### src/hdl/gcr_pkg.sv
// Shared types, glyph table and character mapping for the glyph column text renderer.
package gcr_pkg;

  localparam int GLYPH_COLS   = 5;
  localparam int GLYPH_COUNT  = 42;
  localparam int GIDX_W       = 6;
  localparam int COL_W        = 3;
  localparam int QUEUE_DEPTH  = 6;
  localparam int CNT_W        = 3;

  localparam logic [1:0] KIND_CHAR   = 2'd0;
  localparam logic [1:0] KIND_NUMBER = 2'd1;
  localparam logic [1:0] KIND_TENTHS = 2'd2;
  localparam logic [1:0] KIND_NONE   = 2'd3;

  localparam logic [GIDX_W-1:0] IDX_BLANK    = 6'd0;
  localparam logic [GIDX_W-1:0] IDX_DIGIT0   = 6'd1;
  localparam logic [GIDX_W-1:0] IDX_LETTER_A = 6'd11;
  localparam logic [GIDX_W-1:0] IDX_COLON    = 6'd37;
  localparam logic [GIDX_W-1:0] IDX_PERCENT  = 6'd38;
  localparam logic [GIDX_W-1:0] IDX_DOT      = 6'd39;
  localparam logic [GIDX_W-1:0] IDX_DASH     = 6'd40;
  localparam logic [GIDX_W-1:0] IDX_SLASH    = 6'd41;

  localparam logic [7:0]       SPACER_COL = 8'h00;
  localparam logic [COL_W-1:0] COL_SPACER = 3'd5;

  // Reciprocal of ten: (n * 52429) >> 19 equals n / 10 for every 16-bit n.
  localparam logic [16:0] RECIP10       = 17'd52429;
  localparam int          RECIP10_SHIFT = 19;

  localparam logic [7:0] GLYPH_ROM [GLYPH_COUNT][GLYPH_COLS] = '{
    '{8'h00,8'h00,8'h00,8'h00,8'h00},
    '{8'h3E,8'h51,8'h49,8'h45,8'h3E},
    '{8'h00,8'h42,8'h7F,8'h40,8'h00},
    '{8'h42,8'h61,8'h51,8'h49,8'h46},
    '{8'h21,8'h41,8'h45,8'h4B,8'h31},
    '{8'h18,8'h14,8'h12,8'h7F,8'h10},
    '{8'h27,8'h45,8'h45,8'h45,8'h39},
    '{8'h3C,8'h4A,8'h49,8'h49,8'h30},
    '{8'h01,8'h71,8'h09,8'h05,8'h03},
    '{8'h36,8'h49,8'h49,8'h49,8'h36},
    '{8'h06,8'h49,8'h49,8'h29,8'h1E},
    '{8'h7E,8'h11,8'h11,8'h11,8'h7E},
    '{8'h7F,8'h49,8'h49,8'h49,8'h36},
    '{8'h3E,8'h41,8'h41,8'h41,8'h22},
    '{8'h7F,8'h41,8'h41,8'h22,8'h1C},
    '{8'h7F,8'h49,8'h49,8'h49,8'h41},
    '{8'h7F,8'h09,8'h09,8'h09,8'h01},
    '{8'h3E,8'h41,8'h49,8'h49,8'h7A},
    '{8'h7F,8'h08,8'h08,8'h08,8'h7F},
    '{8'h00,8'h41,8'h7F,8'h41,8'h00},
    '{8'h20,8'h40,8'h41,8'h3F,8'h01},
    '{8'h7F,8'h08,8'h14,8'h22,8'h41},
    '{8'h7F,8'h40,8'h40,8'h40,8'h40},
    '{8'h7F,8'h02,8'h0C,8'h02,8'h7F},
    '{8'h7F,8'h04,8'h08,8'h10,8'h7F},
    '{8'h3E,8'h41,8'h41,8'h41,8'h3E},
    '{8'h7F,8'h09,8'h09,8'h09,8'h06},
    '{8'h3E,8'h41,8'h51,8'h21,8'h5E},
    '{8'h7F,8'h09,8'h19,8'h29,8'h46},
    '{8'h46,8'h49,8'h49,8'h49,8'h31},
    '{8'h01,8'h01,8'h7F,8'h01,8'h01},
    '{8'h3F,8'h40,8'h40,8'h40,8'h3F},
    '{8'h1F,8'h20,8'h40,8'h20,8'h1F},
    '{8'h3F,8'h40,8'h38,8'h40,8'h3F},
    '{8'h63,8'h14,8'h08,8'h14,8'h63},
    '{8'h07,8'h08,8'h70,8'h08,8'h07},
    '{8'h61,8'h51,8'h49,8'h45,8'h43},
    '{8'h00,8'h00,8'h5F,8'h00,8'h00},
    '{8'h00,8'h06,8'h09,8'h09,8'h06},
    '{8'h00,8'h00,8'h08,8'h00,8'h00},
    '{8'h08,8'h08,8'h08,8'h08,8'h08},
    '{8'h20,8'h10,8'h08,8'h04,8'h02}
  };

  typedef struct packed {
    logic             load_char;
    logic             load_num;
    logic             step;
    logic             push_dot;
    logic             emit;
    logic             emit_last;
    logic [COL_W-1:0] col;
  } gcr_cmd_t;

  typedef struct packed {
    logic q_zero;
    logic one_left;
  } gcr_stat_t;

  function automatic logic [GIDX_W-1:0] glyph_of(input logic [7:0] ch);
    logic [7:0] d;
    logic [GIDX_W-1:0] g;
    g = IDX_BLANK;
    if (ch >= 8'h30 && ch <= 8'h39) begin
      d = ch - 8'h30;
      g = IDX_DIGIT0 + d[GIDX_W-1:0];
    end else if (ch >= 8'h41 && ch <= 8'h5A) begin
      d = ch - 8'h41;
      g = IDX_LETTER_A + d[GIDX_W-1:0];
    end else if (ch >= 8'h61 && ch <= 8'h7A) begin
      d = ch - 8'h61;
      g = IDX_LETTER_A + d[GIDX_W-1:0];
    end else if (ch == 8'h3A) begin
      g = IDX_COLON;
    end else if (ch == 8'h25) begin
      g = IDX_PERCENT;
    end else if (ch == 8'h2E) begin
      g = IDX_DOT;
    end else if (ch == 8'h2D) begin
      g = IDX_DASH;
    end else if (ch == 8'h2F) begin
      g = IDX_SLASH;
    end
    return g;
  endfunction

  function automatic logic [7:0] glyph_column(input logic [GIDX_W-1:0] idx,
                                              input logic [COL_W-1:0] col);
    logic [7:0] b;
    b = SPACER_COL;
    if (int'(idx) < GLYPH_COUNT && int'(col) < GLYPH_COLS) begin
      b = GLYPH_ROM[idx][col];
    end
    return b;
  endfunction

endpackage

### src/hdl/gcr_ctrl.sv
// Sequencer for the renderer: digit conversion steps and column emission.
module gcr_ctrl (
  input  logic              clk,
  input  logic              rst_n,
  input  logic              start,
  input  logic [1:0]        in_kind,
  input  gcr_pkg::gcr_stat_t stat,
  output gcr_pkg::gcr_cmd_t  cmd,
  output logic              busy
);
  import gcr_pkg::*;

  typedef enum logic [2:0] {
    S_IDLE,
    S_FRAC,
    S_DOT,
    S_CONV,
    S_EMIT
  } state_t;

  state_t           state_r, state_nxt;
  logic [COL_W-1:0] col_r, col_nxt;
  logic             accept;

  assign accept = start && (state_r == S_IDLE);
  assign busy   = (state_r != S_IDLE);

  always_comb begin
    state_nxt     = state_r;
    col_nxt       = col_r;
    cmd           = '0;
    cmd.col       = col_r;
    case (state_r)
      S_IDLE: begin
        col_nxt = '0;
        if (accept) begin
          case (in_kind)
            KIND_CHAR: begin
              cmd.load_char = 1'b1;
              state_nxt     = S_EMIT;
            end
            KIND_NUMBER: begin
              cmd.load_num = 1'b1;
              state_nxt    = S_CONV;
            end
            KIND_TENTHS: begin
              cmd.load_num = 1'b1;
              state_nxt    = S_FRAC;
            end
            default: state_nxt = S_IDLE;
          endcase
        end
      end
      S_FRAC: begin
        cmd.step  = 1'b1;
        state_nxt = S_DOT;
      end
      S_DOT: begin
        cmd.push_dot = 1'b1;
        state_nxt    = S_CONV;
      end
      S_CONV: begin
        // One decimal digit per cycle until the quotient runs out.
        cmd.step = 1'b1;
        if (stat.q_zero) state_nxt = S_EMIT;
      end
      S_EMIT: begin
        cmd.emit = 1'b1;
        if (col_r == COL_SPACER) begin
          col_nxt = '0;
          if (stat.one_left) begin
            cmd.emit_last = 1'b1;
            state_nxt     = S_IDLE;
          end
        end else begin
          col_nxt = col_r + 1'b1;
        end
      end
      default: state_nxt = S_IDLE;
    endcase
  end

  always_ff @(posedge clk) begin
    if (!rst_n) begin
      state_r <= S_IDLE;
      col_r   <= '0;
    end else begin
      state_r <= state_nxt;
      col_r   <= col_nxt;
    end
  end

endmodule

### src/hdl/gcr_dpath.sv
// Datapath: divide-by-ten step, glyph index queue and registered column output.
module gcr_dpath (
  input  logic              clk,
  input  logic              rst_n,
  input  logic [15:0]       in_value,
  input  gcr_pkg::gcr_cmd_t  cmd,
  output gcr_pkg::gcr_stat_t stat,
  output logic [7:0]        out_column_byte,
  output logic              out_last,
  output logic              out_valid
);
  import gcr_pkg::*;

  logic [15:0]       n_r;
  logic [32:0]       prod;
  logic [12:0]       quot;
  logic [15:0]       quot_x10;
  logic [15:0]       rem_full;
  logic [GIDX_W-1:0] digit_g;
  logic [GIDX_W-1:0] q_r [QUEUE_DEPTH];
  logic [CNT_W-1:0]  cnt_r;
  logic              push;
  logic [GIDX_W-1:0] push_g;
  logic              pop;
  logic [7:0]        out_column_byte_r;
  logic              out_last_r;
  logic              out_valid_r;

  assign prod     = {1'b0, n_r} * {16'd0, RECIP10};
  assign quot     = prod[RECIP10_SHIFT +: 13];
  assign quot_x10 = {quot, 3'b000} + {2'b00, quot, 1'b0};
  assign rem_full = n_r - quot_x10;
  assign digit_g  = IDX_DIGIT0 + {2'b00, rem_full[3:0]};

  assign stat.q_zero   = (quot == '0);
  assign stat.one_left = (cnt_r == CNT_W'(1));

  // Characters are pushed in reverse print order, so the front is printed first.
  always_comb begin
    push   = cmd.load_char || cmd.step || cmd.push_dot;
    push_g = digit_g;
    if (cmd.load_char)     push_g = glyph_of(in_value[7:0]);
    else if (cmd.push_dot) push_g = IDX_DOT;
  end

  assign pop = cmd.emit && (cmd.col == COL_SPACER);

  always_ff @(posedge clk) begin
    if (cmd.load_num) n_r <= in_value;
    else if (cmd.step) n_r <= {3'b000, quot};

    if (push) begin
      q_r[0] <= push_g;
      for (int i = 1; i < QUEUE_DEPTH; i++) q_r[i] <= q_r[i-1];
    end else if (pop) begin
      for (int i = 0; i < QUEUE_DEPTH - 1; i++) q_r[i] <= q_r[i+1];
      q_r[QUEUE_DEPTH-1] <= IDX_BLANK;
    end

    out_column_byte_r <= (cmd.col == COL_SPACER) ? SPACER_COL
                                                 : glyph_column(q_r[0], cmd.col);
    out_last_r        <= cmd.emit_last;
  end

  always_ff @(posedge clk) begin
    if (!rst_n) begin
      cnt_r       <= '0;
      out_valid_r <= 1'b0;
    end else begin
      if (cmd.load_char)     cnt_r <= CNT_W'(1);
      else if (cmd.load_num) cnt_r <= '0;
      else if (push)         cnt_r <= cnt_r + 1'b1;
      else if (pop)          cnt_r <= cnt_r - 1'b1;
      out_valid_r <= cmd.emit;
    end
  end

  assign out_column_byte = out_column_byte_r;
  assign out_last        = out_last_r;
  assign out_valid       = out_valid_r;

endmodule

### src/hdl/glyph_column_text_renderer_top.sv
// Top level of the glyph column text renderer: controller plus datapath.
//
// An item (in_kind, in_value) is taken at a clock edge where start is high and
// busy is low. Kind 0 prints the character in in_value[7:0], kind 1 prints
// in_value as an unsigned decimal without leading zeros, kind 2 prints it as
// tenths with one decimal, and kind 3 is dropped without any output.
// Every printed character yields six column words on out_column_byte: five
// glyph columns and one blank column. out_valid marks each word for exactly
// one cycle; out_last flags the final word of the item. Words of one item
// come in consecutive cycles and cannot be held off by the receiver.
// A number first passes the divide-by-ten step, which yields its decimal
// digits (for kind 2 first the fraction digit, then the decimal point),
// then every character is emitted as its column words. For kind 0 the
// sequencer goes from idle straight to emission, and out_valid is registered.
// busy falls in the cycle that shows the last word, so the next item may be
// started then. A synchronous reset clears the sequencer and out_valid.
module glyph_column_text_renderer_top (
  input  logic        clk,
  input  logic        rst_n,
  input  logic        start,
  output logic        busy,
  input  logic [1:0]  in_kind,
  input  logic [15:0] in_value,
  output logic [7:0]  out_column_byte,
  output logic        out_last,
  output logic        out_valid
);
  import gcr_pkg::*;

  gcr_cmd_t  cmd;
  gcr_stat_t stat;

  gcr_ctrl u_ctrl (
    .clk     (clk),
    .rst_n   (rst_n),
    .start   (start),
    .in_kind (in_kind),
    .stat    (stat),
    .cmd     (cmd),
    .busy    (busy)
  );

  gcr_dpath u_dpath (
    .clk             (clk),
    .rst_n           (rst_n),
    .in_value        (in_value),
    .cmd             (cmd),
    .stat            (stat),
    .out_column_byte (out_column_byte),
    .out_last        (out_last),
    .out_valid       (out_valid)
  );

endmodule

### config.mk
export PLATFORM = sky130hd
export DESIGN_NAME = glyph_column_text_renderer_top
export DESIGN_NICKNAME = d
export VERILOG_FILES = /design/src/hdl/gcr_pkg.sv /design/src/hdl/gcr_ctrl.sv /design/src/hdl/gcr_dpath.sv /design/src/hdl/glyph_column_text_renderer_top.sv
export SDC_FILE = /design/constraint.sdc
export NUM_CORES = 1
export LEC_CHECK = 0
export BUFFER_PORTS_ARGS = -buffer_cell sky130_fd_sc_hd__buf_2
export CORE_MARGIN = 3
export CORE_UTILIZATION = 65
export DETAILED_ROUTE_END_ITERATION = 16
export GPL_TIMING_DRIVEN = 0
export HOLD_SLACK_MARGIN = 0.06
export PLACE_DENSITY = 0.83
export REMOVE_ABC_BUFFERS = 1
export SLEW_MARGIN = 20
export SYNTH_ARGS = -nofsm -noshare
export SYNTH_HDL_FRONTEND = slang
export SYNTH_SLANG_ARGS = --single-unit
### constraint.sdc
create_clock -name clk -period 7.1 [get_ports clk]
set_clock_uncertainty 0.15 [all_clocks]
set_input_delay 0.355 -clock clk [delete_from_list [all_inputs] [get_ports clk]]
set_output_delay 0.355 -clock clk [all_outputs]
set_load 0.03 [all_outputs]
==> Yosys cells after proc, flatten, opt, wreduce, memory -nomap -nowiden <==
Memories as Yosys holds them, arrays and structs flattened.
Cells that the tools add are included.
{ "totals": {"word_cells": 131, "rom_bits": 2560, "mem_count": 2, "out_inout_bits": 11, "inputBits": 21, "ff_bits": 35, "mem_bits_rw": 36} }
{ "classes": {"mux": 49, "n_eq_ne": 17, "mul": 1, "n_addsub": 12, "order_cmp": 10, "n_reduce_logical": 22, "bitwise": 10} }
{ "mem_list": {"columns": ["name", "depth", "word_bits", "rd", "rd_ports_with_merged_regs", "wr", "line_no", "source"], "rows": [
  ["(no name shown)", 64, 40, 1, 0, 0, "gcr_pkg.sv:124", "b = GLYPH_ROM[idx][col];"],
  ["u_dpath.q_r", 6, 6, 6, 0, 6, "gcr_dpath.sv:20", "logic [GIDX_W-1:0] q_r [QUEUE_DEPTH];"]
]} }
{ "ops": {"columns": ["op", "count"], "rows": [
  ["$mux W6", 16],
  ["$mux W40", 2],
  ["$eq A8 B6 Y1 const B", 5],
  ["$mul A16 B16 Y32 const B", 1],
  ["$mux W16", 2],
  ["$bmux W8 S3", 1],
  ["$mux W3", 7],
  ["$ge A8 B7 Y1 const B", 2],
  ["$le A8 B7 Y1 const B", 2],
  ["$mux W8", 2],
  ["$pmux W3 S5", 1],
  ["$logic_not A13 Y1", 1],
  ["$mux W1", 13],
  ["$add A4 B6 Y6 const A", 2],
  ["$sub A6 B6 Y6 const B", 2],
  ["$pmux W3 S3", 1],
  ["$ge A8 B6 Y1 const B", 1],
  ["$le A8 B6 Y1 const B", 1],
  ["$ge A7 B7 Y1 const B", 1],
  ["$not A6 Y7", 1],
  ["$add A1 B6 Y6 const A", 1],
  ["$add A3 B1 Y3 const B", 2],
  ["$eq A3 B1 Y1 const B", 2],
  ["$eq A3 B2 Y1 const B", 2],
  ["other kinds (29)", 50]
]} }

==> Logic depth before layout (Yosys ltp) <==
{ "depth": {"depth_word": 11, "ltp_mapped": 26, "ltp_nobuf": 25} }

==> Hierarchy <==
A second synthesis with hierarchy kept.
{ "unflattened": {"cells_unflattened": 1180, "hier_area_um2": 10261.1} }
{ "modules_own_cells": {"columns": ["module", "seq_area_each_um2", "n_inst", "area_each_um2", "cells_each"], "rows": [
  ["gcr_dpath", 1801.7, 1, 9880.7, 1134],
  ["gcr_ctrl", 120.1, 1, 380.4, 46]
]} }

==> Worst setup path after synthesis <==
OpenSTA, ideal clock, no wires.
{ "synth_timing": {"path_type": "reg-to-reg", "startpoint": "register u_dpath.n_r[4]", "endpoint": "memory u_dpath.q_r[0][2] (data pin)", "required_ps": 6689, "setup_ps": 261, "path_buffers": 1, "arrival_ps": 5752, "path_stages_with_launch": 24, "setup_slack_ps": 937, "cell_sequence": "edfxtp_1 > ha_1 > xor2_1 > ha_1 > fa_1 > inv_1 > fa_1 > inv_1 > fa_1 > inv_1 > fa_1 > inv_1 > ha_1 > buf_2 > nand2_1 > nor3_1 > o21ai_1 > o21ai_1 > xor2_1 > ha_1 > xor2_1 > xor2_1 > o21ai_0 > a221o_1"} }
{ "synth_lines": {"columns": ["item", "line_no", "source"], "rows": [
  ["start: declaration", "gcr_dpath.sv:14", "logic [15:0] n_r;"],
  ["start signal: assignment", "gcr_dpath.sv:49", "if (cmd.load_num) n_r <= in_value;"],
  ["start signal: assignment", "gcr_dpath.sv:50", "else if (cmd.step) n_r <= {3'b000, quot};"],
  ["end: declaration", "gcr_dpath.sv:20", null]
]} }

==> run_results.csv <==
group,metric,value,unit
sta,min_period,6.851,ns
hold_path,hold_path.class,"input pin to register",
clock_tree,cts_hold_buffers,0,
clock_tree,numCtsBuffers,9,
grt,track_usage,30.67,%
clock_tree,cts_buffer_depth,2,
drt,vias,9096,
placed_design,placed_cells,1459,
synthesis,seq_area_frac_synth,18.27,%
cells_and_area,multi_input_area,7566,um^2
worst_setup_path,critPathCaptureType,"register",
placed_design,io_buffer_count,30,
cells_and_area,drive_gt1_share,8.242,%
clock_tree,cts-root-buf,"clkbuf_16",
worst_setup_path,crit_slowest_cell,"edfxtp_1",
drt,wl_per_cell,18.22,um
worst_setup_path,crit_fanout,6,
drt,viasPerCell,6.125,
cells_and_area,n_antenna_cell,0,
synthesis,synth_top_area_share,19.62,%
drt,wl,27050,um
synthesis,synth-edff-count,52,
run_status,status,"finished clean",
floorplanning,num_io_pins,32,
floorplanning,die-area,17750,um^2
floorplanning,initial_utilization,67.70,%
sta,timing.setup.tns,0,ns
drt,drcViolationCount,0,
grt,use_met2,50.34,%
clock_tree,clkTransAtPathRegs,0.07,ns
cells_and_area,layout.cells.non_filler,1485,
drt,dr.pass1.iters,5,
grt,grt_pass1_vias,8877,
clock_tree,cts-htree-levels,3,
grt,grt_max_degree,39,
cells_and_area,final.fill_count,1181,
grt,busiest_layer,"met2",
sta,finalSetupViolations,0,
cells_and_area,final_nets,1534,
sta,fmax,0.1460,GHz
cells_and_area,design_area,11270,um^2
synthesis,netlist_top_cells_count,"214 x inv_1, 170 x nand2_1, 165 x ha_1, 79 x fa_1, 75 x o21ai_0",
worst_setup_path,crit_chain,"ha_1 -> inv_1 -> fa_1 -> inv_1 -> fa_1 -> fa_1 -> fa_1 -> inv_1 -> fa_1 -> inv_1 -> ha_1 -> nand4_2 -> nor3_1 -> o21ai_1 -> o21ai_2 -> xor2_1 -> ha_1 -> xor2_2 -> xor2_1 -> o21ai_0 -> a221o_1",
sta,period_share,96.49,%
placed_design,place_ws,0.1995,ns
run,cap_violations,0,
synthesis,synthCells,1267,
floorplanning,fp.dieH,133.2,um
worst_setup_path,crit_required,7.03,ns
synthesis,syn_avg_cell_area,8.303,um^2
worst_setup_path,cpMostUsedCell,"fa_1",
sta,timing.final.ws_setup,0.2492,ns
synthesis,ys.warnings.count,0,
cells_and_area,ff_latch_area,1922,um^2
synthesis,yosys.area.top_type,"ha_1",
synthesis,synth_most_common_cell,"inv_1",
worst_setup_path,path_class,"register to register",
cells_and_area,syn2layout_area_growth,7.136,%
placed_design,place_area,10890,um^2
sta,slew_violations,0,
sta,hold_violations,0,
clock_tree,cts.sinks,70,
grt,grt-ovfl-total,0,
sta,relSlewSlack,25.87,%
floorplanning,core,15540,um^2
drt,initialDrtViolationCount,999,
worst_setup_path,cp-start-kind,"register",
synthesis,synth_ff_type,"edfxtp_1",
worst_setup_path,critical_path_arrival,6.78,ns
synthesis,syn_area,10520,um^2
placed_design,place_congestion,0.9541,
grt,grt_util_met3,4.154,%
sta,tightest_slew,1.111,ns
synthesis,synth.distinct_cells,80,
synthesis,netlist_top_cells_area,"ha_1 20%, fa_1 15%, edfxtp_1 15%",
grt,met1_usage,41.08,%
synthesis,async_flop_share,0,%
grt,antenna_found_initial,0,
worst_setup_path,crit_path_max_incr_delay,0.59,ns
placed_design,dp_hpwl,20780,um
synthesis,ys_seq_elements,70,
clock_tree,insertion_delay,0.35,ns
grt,grt_first_pass_wirelength,44240,um
clock_tree,cts_tree,"yes",
drt,antenna_left,0,
floorplanning,die_w,133.2,um
floorplanning,rows,45,
## final cells by class
type	count	area share [%]
inverters	215	7.160
well taps	211	2.342
clock buffers	9	1.998
multi-input cells	922	67.13
clock inverters	7	0.4774
repair buffers	51	3.841
flip-flops and latches	70	17.05
## critical path, delay by kind of cell (launching register included)
kind,cells,cell delay [ns]
AOI/OAI and AO/OA,4,0.74
xor gates and xnor gates,3,0.68
adders and majority gates,8,3.74
buffers and inverters,4,0.24
DFF,1,0.59
and+or+nand+nor,2,0.43
## worst paths after layout
check / slack (ns) / start / end / cells after the start
max: 0.25 / u_dpath.n_r[3] / u_dpath.q_r[0][2] / 21
min: 0.12 / in_value[11] / u_dpath.n_r[11] / 3
max reg2reg: 0.25 / u_dpath.n_r[3] / u_dpath.q_r[0][2] / 21
min reg2reg: 0.34 / u_dpath.cnt_r[1] / u_dpath.cnt_r[1] / 2
## flip-flops by register name, summed over array words and instances, names as in the netlist
signal / flops
u_ctrl.col_r: 3
u_dpath.out_valid: 1
u_dpath.out_last: 1
u_dpath.cnt_r: 3
u_dpath.out_column_byte: 7
u_ctrl.state_r: 3
u_dpath.n_r: 16
u_dpath.q_r: 36
## stage by stage
step           utilization [%]  hold WS (ns)
2_1_floorplan                -        0.3126
3_3_place_gp             68.61        0.3251
3_5_place_dp             70.06        0.3346
4_1_cts                  71.86        0.1128
5_1_grt                  72.53        0.1264
6_report                 72.53        0.1170
## layer usage
metal | up-vias | wire (um)
met2 | 431 | 12850
met4 | 0 | 1076
li1 | 4323 | -
met3 | 94 | 1928
met5 | - | 0
met1 | 4248 | 11200
## logic make-up after synthesis
group                      Yosys count  synth area share, %
xor gates and xnor gates            29                2.486
muxes                                6               0.5828
buffers and inverters              275                10.26
other                                1              0.03565
AOI/OAI and AO/OA                  290                18.49
DFF                                 70                18.27
and+or+nand+nor                    352                15.21
adders and majority gates          244                34.66
## cell usage in the layout (no fill, tap or decap), drive strengths merged, types with 40 or more instances in the layout
cell	n
a21oi	69
nand2	170
fa	79
nor2	61
nand3	40
inv	218
buf	51
o21ai	79
ha	165
edfxtp	52
## repair_timing
action	4_1_cts	5_1_grt
endpoints found under the setup margin	0	3
buffers inserted	0	10
gates resized for setup	0	5
Power is left out: the tool's default activity adds up to more than one toggle a clock period on the data nets, which glitch-free logic cannot reach.
